### config.mk
export PLATFORM = sky130hd
export DESIGN_NAME = stepper_speed_key_controller_top
export DESIGN_NICKNAME = d
export VERILOG_FILES = /design/src/rtl/sskc_pkg.sv /design/src/rtl/sskc_step_seq.sv /design/src/rtl/sskc_sample_proc.sv /design/src/rtl/stepper_speed_key_controller_top.sv
export SDC_FILE = /design/constraint.sdc
export NUM_CORES = 1
export LEC_CHECK = 0
export CORE_ASPECT_RATIO = 1.25
export CORE_MARGIN = 2
export CORE_UTILIZATION = 40
export CTS_BUF_LIST = sky130_fd_sc_hd__clkbuf_8
export DETAILED_ROUTE_END_ITERATION = 10
export DONT_BUFFER_PORTS = 1
export SYNTH_ARGS = -nofsm -noshare
export SYNTH_HDL_FRONTEND = slang
export SYNTH_HIERARCHICAL = 1
export SYNTH_SLANG_ARGS = --single-unit
export TNS_END_PERCENT = 100
### constraint.sdc
create_clock -name clk -period 7.1 [get_ports clk]
set_clock_uncertainty 0.1 [all_clocks]
set_input_delay 1.42 -clock clk [delete_from_list [all_inputs] [get_ports clk]]
set_output_delay 1.42 -clock clk [all_outputs]
set_load 0.02 [all_outputs]
### src/rtl/sskc_pkg.sv
// shared types, constants and the half-step coil table for the stepper speed and key controller
// no dependencies; imported by every module under rtl
package sskc_pkg;

  // converter sample width on the ports
  localparam int unsigned ADC_W = 10;

  // register indexes of the configuration port
  localparam logic [1:0] CFG_DEBOUNCE  = 2'd0;
  localparam logic [1:0] CFG_POWER_LIM = 2'd1;
  localparam logic [1:0] CFG_DIR_LIM   = 2'd2;
  localparam logic [1:0] CFG_FLOOR     = 2'd3;

  // reset values of the registers
  localparam logic [7:0] DEBOUNCE_RST  = 8'd200;
  localparam logic [9:0] POWER_LIM_RST = 10'd512;
  localparam logic [9:0] DIR_LIM_RST   = 10'd900;
  localparam logic [3:0] FLOOR_RST     = 4'd9;

  // x/5 as (x*205)>>10, exact for x below 1024
  localparam int unsigned DIV5_MUL   = 205;
  localparam int unsigned DIV5_SHIFT = 10;

  localparam logic [6:0] SPEED_SAT = 7'd127;

  // item kinds carried in tuser
  localparam logic OP_TICK   = 1'b0;
  localparam logic OP_SAMPLE = 1'b1;

  typedef enum logic [1:0] {
    KEY_NONE  = 2'd0,
    KEY_POWER = 2'd1,
    KEY_DIR   = 2'd2
  } key_class_t;

  typedef struct packed {
    logic [7:0] debounce_limit;
    logic [9:0] power_key_limit;
    logic [9:0] direction_key_limit;
    logic [3:0] speed_floor;
  } cfg_t;

  // motor control state handed from the sample unit to the step sequencer
  typedef struct packed {
    logic       power_on;
    logic       direction_up;
    logic [6:0] speed;
  } motor_ctrl_t;

  // sample unit state as seen after the current item
  typedef struct packed {
    logic       power_on;
    logic       direction_up;
    logic [6:0] speed;
    key_class_t key_class;
  } sample_stat_t;

  function automatic logic [3:0] coil_pattern(input logic [2:0] idx);
    logic [3:0] pat;
    unique case (idx)
      3'd0: pat = 4'h1;
      3'd1: pat = 4'h3;
      3'd2: pat = 4'h2;
      3'd3: pat = 4'h6;
      3'd4: pat = 4'h4;
      3'd5: pat = 4'hC;
      3'd6: pat = 4'h8;
      3'd7: pat = 4'h9;
      default: pat = 4'h0;
    endcase
    return pat;
  endfunction

endpackage

### src/rtl/sskc_step_seq.sv
// half-step coil sequencer: divider counter, step index and coil register
// depends on sskc_pkg
module sskc_step_seq (
  input  logic                 clk,
  input  logic                 rst_n,
  input  logic                 tick_fire,
  input  sskc_pkg::motor_ctrl_t ctrl,
  output logic [3:0]           coil_after
);
  import sskc_pkg::*;

  logic [6:0] div_r, div_nxt;
  logic [2:0] idx_r, idx_nxt;
  logic [3:0] coil_r, coil_nxt;

  always_comb begin
    div_nxt  = div_r;
    idx_nxt  = idx_r;
    coil_nxt = coil_r;
    if (!ctrl.power_on) begin
      div_nxt  = '0;
      idx_nxt  = '0;
      coil_nxt = '0;
    end else if (div_r >= ctrl.speed) begin
      div_nxt  = '0;
      coil_nxt = coil_pattern(idx_r);
      idx_nxt  = ctrl.direction_up ? idx_r + 3'd1 : idx_r - 3'd1;
    end else begin
      div_nxt = div_r + 7'd1;
    end
  end

  assign coil_after = tick_fire ? coil_nxt : coil_r;

  always_ff @(posedge clk) begin
    if (!rst_n) begin
      div_r  <= '0;
      idx_r  <= '0;
      coil_r <= '0;
    end else if (tick_fire) begin
      div_r  <= div_nxt;
      idx_r  <= idx_nxt;
      coil_r <= coil_nxt;
    end
  end

endmodule

### src/rtl/sskc_sample_proc.sv
// sample unit: speed filter and scaling, key classification, debounce, power and direction
// depends on sskc_pkg
module sskc_sample_proc #(
  parameter int unsigned SAMPLE_BITS = 10
) (
  input  logic                   clk,
  input  logic                   rst_n,
  input  logic                   sample_fire,
  input  logic [sskc_pkg::ADC_W-1:0] pot_sample,
  input  logic [sskc_pkg::ADC_W-1:0] key_sample,
  input  sskc_pkg::cfg_t         cfg,
  output sskc_pkg::motor_ctrl_t  ctrl,
  output sskc_pkg::sample_stat_t stat_after
);
  import sskc_pkg::*;

  localparam int unsigned SB     = SAMPLE_BITS;
  localparam int unsigned ACC_W  = SB + 5;
  localparam int unsigned PROD_W = SB + 6;

  logic [SB-1:0]       filt_r, filt_nxt, samp;
  logic                primed_r;
  logic [SB+ADC_W-1:0] pot_ext;
  logic [ACC_W-1:0]    acc;
  logic [SB-3:0]       quarter;
  logic [PROD_W-1:0]   prod;
  logic [8:0]          speed_sum;
  logic [6:0]          speed_r, speed_nxt;
  logic                power_r, power_nxt;
  logic                dir_r, dir_nxt;
  key_class_t          key_r, cls;
  logic [7:0]          cnt_r, cnt_nxt, cnt_inc;

  // filter: first sample primes, then (15*f + s) / 16
  assign pot_ext = {{SB{1'b0}}, pot_sample};
  assign samp    = pot_ext[SB-1:0];
  assign acc     = (ACC_W'(filt_r) << 4) - ACC_W'(filt_r) + ACC_W'(samp);
  assign filt_nxt = primed_r ? acc[SB+3:4] : samp;

  // level/20 as (level/4)/5, reciprocal multiply
  assign quarter   = filt_nxt[SB-1:2];
  assign prod      = PROD_W'(quarter) * PROD_W'(DIV5_MUL);
  assign speed_sum = 9'(prod[PROD_W-1:DIV5_SHIFT]) + 9'(cfg.speed_floor);
  assign speed_nxt = (speed_sum > 9'(SPEED_SAT)) ? SPEED_SAT : speed_sum[6:0];

  // key ladder, power key tested first
  always_comb begin
    priority if (key_sample < cfg.power_key_limit) cls = KEY_POWER;
    else if (key_sample < cfg.direction_key_limit)  cls = KEY_DIR;
    else                                            cls = KEY_NONE;
  end

  assign cnt_inc = cnt_r + 8'd1;

  always_comb begin
    cnt_nxt   = cnt_r;
    power_nxt = power_r;
    dir_nxt   = dir_r;
    if (cls != key_r) begin
      cnt_nxt = '0;
    end else if (cnt_r != cfg.debounce_limit) begin
      cnt_nxt = cnt_inc;
      if (cnt_inc == cfg.debounce_limit) begin
        if (cls == KEY_POWER) begin
          power_nxt = !power_r;
        end else if (cls == KEY_DIR && power_r) begin
          dir_nxt = !dir_r;
        end
      end
    end
  end

  always_ff @(posedge clk) begin
    if (!rst_n) begin
      filt_r   <= '0;
      primed_r <= 1'b0;
      speed_r  <= '0;
      power_r  <= 1'b0;
      dir_r    <= 1'b0;
      key_r    <= KEY_NONE;
      cnt_r    <= '0;
    end else if (sample_fire) begin
      filt_r   <= filt_nxt;
      primed_r <= 1'b1;
      speed_r  <= speed_nxt;
      power_r  <= power_nxt;
      dir_r    <= dir_nxt;
      key_r    <= cls;
      cnt_r    <= cnt_nxt;
    end
  end

  assign ctrl.power_on     = power_r;
  assign ctrl.direction_up = dir_r;
  assign ctrl.speed        = speed_r;

  assign stat_after.power_on     = sample_fire ? power_nxt : power_r;
  assign stat_after.direction_up = sample_fire ? dir_nxt   : dir_r;
  assign stat_after.speed        = sample_fire ? speed_nxt : speed_r;
  assign stat_after.key_class    = sample_fire ? cls       : key_r;

endmodule

### src/rtl/stepper_speed_key_controller_top.sv
// top level of the stepper speed and key controller: stream ports, config registers, pipeline
// depends on sskc_pkg, sskc_step_seq and sskc_sample_proc
//
// pipeline: each input transfer passes the input register, then the result register, which drives out_tvalid
// throughput: one item per cycle while the result stream is not stalled; each item gives exactly one result
// the input register is freed whenever the output register is empty or being taken
// reset: synchronous active-low rst_n clears all control state and loads register defaults
// no input transfer is taken while rst_n is low
module stepper_speed_key_controller_top #(
  parameter int unsigned SAMPLE_BITS = 10
) (
  input  logic        clk,
  input  logic        rst_n,
  // input stream
  input  logic        in_tvalid,
  output logic        in_tready,
  input  logic [23:0] in_tdata,   // [9:0] pot_sample, [19:10] key_sample, [23:20] zero
  input  logic [0:0]  in_tuser,   // [0] opcode (0 tick, 1 sample pair)
  // result stream
  output logic        out_tvalid,
  input  logic        out_tready,
  output logic [15:0] out_tdata,  // [3:0] coil_bits, [4] running, [5] reverse,
                                  // [12:6] tick_period, [14:13] key_class, [15] zero
  // configuration writes
  input  logic        cfg_wr_en,
  input  logic [1:0]  cfg_addr,
  input  logic [9:0]  cfg_wdata
);
  import sskc_pkg::*;

  cfg_t         cfg_r;
  logic         s1_valid_r;
  logic         s1_op_r;
  logic [ADC_W-1:0] s1_pot_r, s1_key_r;
  logic         out_valid_r;
  logic [15:0]  out_data_r, out_data_nxt;
  logic         fire;
  motor_ctrl_t  ctrl;
  sample_stat_t stat;
  logic [3:0]   coil;

  // input stage advances whenever the result register can take a new value
  assign fire      = s1_valid_r && (!out_valid_r || out_tready);
  assign in_tready = rst_n && (!s1_valid_r || fire);

  // configuration registers
  always_ff @(posedge clk) begin
    if (!rst_n) begin
      cfg_r.debounce_limit      <= DEBOUNCE_RST;
      cfg_r.power_key_limit     <= POWER_LIM_RST;
      cfg_r.direction_key_limit <= DIR_LIM_RST;
      cfg_r.speed_floor         <= FLOOR_RST;
    end else if (cfg_wr_en) begin
      unique case (cfg_addr)
        CFG_DEBOUNCE:  cfg_r.debounce_limit      <= cfg_wdata[7:0];
        CFG_POWER_LIM: cfg_r.power_key_limit     <= cfg_wdata;
        CFG_DIR_LIM:   cfg_r.direction_key_limit <= cfg_wdata;
        CFG_FLOOR:     cfg_r.speed_floor         <= cfg_wdata[3:0];
        default:       ;
      endcase
    end
  end

  // input register
  always_ff @(posedge clk) begin
    if (!rst_n) begin
      s1_valid_r <= 1'b0;
    end else if (in_tready) begin
      s1_valid_r <= in_tvalid;
    end
  end

  always_ff @(posedge clk) begin
    if (in_tvalid && in_tready) begin
      s1_op_r  <= in_tuser[0];
      s1_pot_r <= in_tdata[9:0];
      s1_key_r <= in_tdata[19:10];
    end
  end

  // state update happens as the item leaves the input register
  sskc_step_seq u_step (
    .clk        (clk),
    .rst_n      (rst_n),
    .tick_fire  (fire && (s1_op_r == OP_TICK)),
    .ctrl       (ctrl),
    .coil_after (coil)
  );

  sskc_sample_proc #(
    .SAMPLE_BITS (SAMPLE_BITS)
  ) u_sample (
    .clk         (clk),
    .rst_n       (rst_n),
    .sample_fire (fire && (s1_op_r == OP_SAMPLE)),
    .pot_sample  (s1_pot_r),
    .key_sample  (s1_key_r),
    .cfg         (cfg_r),
    .ctrl        (ctrl),
    .stat_after  (stat)
  );

  // result word: state as it stands after the item
  assign out_data_nxt = {1'b0, stat.key_class, stat.speed, stat.direction_up,
                         stat.power_on, coil};

  // result register, holds while the consumer stalls
  always_ff @(posedge clk) begin
    if (!rst_n) begin
      out_valid_r <= 1'b0;
    end else if (fire) begin
      out_valid_r <= 1'b1;
    end else if (out_tready) begin
      out_valid_r <= 1'b0;
    end
  end

  always_ff @(posedge clk) begin
    if (fire) begin
      out_data_r <= out_data_nxt;
    end
  end

  assign out_tvalid = out_valid_r;
  assign out_tdata  = out_data_r;

endmodule

==> impl_metrics.csv <==
group,metric,value,unit
status,status,"finished, violations left",
status,violations,"setup timing",
sta,max-slew-margin-rel,0.379,
setup_path,worstPathArrival,7.62,ns
layout,drive_gt1_frac,0.217,
logic_synthesis,yosys_register_bits,118,
sta,worst_pin_slew,0.926,ns
routing,postRouteAntennaNets,0,
logic_synthesis,yosysMostFrequentCell,"inv_1",
setup_path,worstPathRequired,7.33,ns
cts,tritoncts,"done",
setup_path,crit_fanout,3,
logic_synthesis,synth_flop_cell,"dfxtp_1",
sta,fin_crit,7.38,ns
cts,clkLatencyLatePin,0.45,ns
setup_path,start_kind,"register",
placed_design,hpwl,11900,um
setup_path,path_class,"reg2reg",
routing,via_count,5733,
cts,numCtsBuffers,17,
power,power_density,289,nW/um2
routing,drc,0,
logic_synthesis,syn_avg_cell_area,9.83,um2
die,die_area,20700,um2
logic_synthesis,synth-async-reset-ratio,0,
layout,area_growth,17.1,%
sta,slew_viol_final,0,
cts,clockBufferDepth,2,
sta,hold_viol_final,0,
logic_synthesis,synth_top_area_share,0.210,
routing,routed_wl,16600,um
logic_synthesis,synth_cells,796,
die,die_w,129,um
global_route,grt_max_degree,76,
power,peakVddDrop,0.200,mV
placed_design,port_buffers,0,
placed_design,globalplace.congestion,0.798,
setup_path,cpPeakStageDelay,0.54,ns
placed_design,post-place-ws,-0.265,ns
cts,cts_hold_buf,0,
power,fin_total_pwr,0.00265,W
setup_path,endpoint_kind,"register",
sta,fin_crit_sh,1.04,
logic_synthesis,synth_nets,941,
setup_path,ff2ff_setup_slack,-0.28,ns
power,p_leak,3.96,nW
cts,path_clk_slew,0.08,ns
die,die_height,160,um
die,core,19300,um2
setup_path,path_buf_inv,7,
logic_synthesis,yosysUniqueCellTypes,84,
die,fp-row-count,57,
global_route,overflow,0,
setup_path,critPathTopFamily,"adder cells",
min_path,min_path_type,"reg2reg",
layout,nNetsFinal,1014,
routing,first_pass_iters,4,
global_route,grt_pass1_wl,27900,um
cts,cts-root-buf,"clkbuf_8",
sta,finalSetupViolCount,10,
logic_synthesis,seq_area_frac_synth,0.348,
sta,fmax,135,MHz
cts,cts_sinks,118,
sta,rsz0062_at_grt,"true",
job,max_cap_viol_count,0,
layout,final_core_util,0.474,
die,initial_utilization,0.405,
global_route,grt_util_all_layers,0.171,
layout,antennaDiodeCount,0,
routing,avgRoutedWirePerCell,14.4,um
cts,cts_htree_levels,4,
sta,timing.final.ws_setup,-0.284,ns
logic_synthesis,yosys_warnings,6,
routing,avgViaCountPerCell,5.00,
setup_path,cp_slowest_cell,"fa_1",
routing,first_iter_violations,226,
logic_synthesis,synth_edf_count,36,
global_route,grt_pass1_vias,5824,
logic_synthesis,synth_area_leaders,"dfxtp_1 (21%), edfxtp_1 (14%), ha_1 (14%)",
global_route,antenna_found_initial,0,
logic_synthesis,synth_area_leader_cell,"dfxtp_1",
logic_synthesis,synth_area,7830,um2
die,ios,60,
logic_synthesis,synth_common_cells,"inv_1 (93), ha_1 (85), dfxtp_1 (82)",
layout make-up:
type / count / area, um2
fillers: 1838 / 10200
multi-input cells: 552 / 4690
flip-flops and latches: 118 / 2730
repair buffers: 83 / 623
inverters: 97 / 367
well taps: 265 / 332
clock buffers: 19 / 262
clock inverters: 13 / 169
repair_timing:
action / 4_1_cts / 5_1_grt
buffers inserted: 25 / 8
pin swaps: 20 / 15
endpoints found under the setup margin: 8 / 12
gates resized for setup: 14 / 9
worst reg2reg max path: cells and delay by family, from the launching register on:
family,cells,cell delay (ns)
flip-flops,1,0.43
XOR/XNOR,3,0.51
multiplexers,2,0.45
AO/OA/AOI/OAI,11,1.84
AND/OR/NAND/NOR,2,0.38
buffers and inverters,7,0.51
adder cells (fa/ha/maj),8,3.07
metal layers:
layer,vias to the layer above,part of all wire,track usage
met5,-,0,0
met4,0,0.024,0.0647
met3,28,0.034,0.0426
met2,96,0.49,0.286
met1,2699,0.45,0.213
li1,2910,-,-
sequential cells by signal, summed over array words and instances, names as in the netlist, named ones only:
name and flops:
u_sample/primed_r 1, u_sample/power_r 1, s1_key_r 10, u_step/idx_r 3, out_tdata 15, out_tvalid 1
u_sample/cnt_r 8, u_step/coil_r 4, s1_pot_r 10, s1_valid_r 1, u_sample/speed_r 7, s1_op_r 1
u_sample/filt_r 10, u_sample/key_r 2, u_step/div_r 7, u_sample/dir_r 1, cfg_r 32
logic make-up (layout without fill, tap and decap cells):
group,count (synthesis),after routing,synth area share
AO/OA/AOI/OAI,145,145,0.135
XOR/XNOR,44,44,0.0492
adder cells (fa/ha/maj),103,103,0.182
buffers and inverters,126,212,0.0692
flip-flops,118,118,0.348
multiplexers,46,46,0.0612
other,1,1,0.000479
AND/OR/NAND/NOR,213,213,0.155
through the flow:
step,instances,setup TNS [ns],cell area [um2],hold WS [ns]
2_1_floorplan,796,-0.0236,7870,0.335
3_3_place_gp,1082,-1.14,8400,0.344
3_5_place_dp,1082,-1.45,8400,0.350
4_1_cts,1139,-1.21,9060,0.360
5_1_grt,1147,-6.82,9160,0.375
6_report,1147,-1.72,9160,0.358
placed cells by master, fill, tap and decap left out, types with 5 or more instances in the layout:
cell,n
nand2_1,58
a21o_1,18
nand3b_1,5
nor2b_1,14
nor2_1,32
inv_2,12
xnor2_1,24
o21ai_1,8
edfxtp_1,36
nor3b_1,5
and2_1,15
clkbuf_8,19
dfxtp_1,80
nand3_1,14
a31oi_1,6
o21ai_0,14
a22o_2,5
ha_1,80
mux2i_1,36
nor3_1,7
a21oi_1,33
and3_1,8
or3_1,8
o211ai_1,7
inv_1,84
fa_1,17
nand2b_1,12
a21oi_2,5
nand4_1,6
buf_4,83
mux2_2,8
xor2_1,19
final timing paths:
path | from | endpoint | cells after the start
setup reg to reg | s1_pot_r[4] | u_sample/speed_r[4] | 33
hold / removal | cfg_r[5] | cfg_r[5] | 2
hold reg to reg | cfg_r[5] | cfg_r[5] | 2
setup / recovery | s1_pot_r[4] | u_sample/speed_r[4] | 33
report_power, final:
group | switching (W) | internal [W] | leakage (nW) | total [W]
Combinational | 0.000600 | 0.000612 | 2.74 | 0.00121
Clock | 0.000297 | 0.000370 | 0.214 | 0.000667
Sequential | 0.0000305 | 0.000737 | 1.01 | 0.000768
Total | 0.000927 | 0.00172 | 3.96 | 0.00265
(Power assumes the default switching activity.)
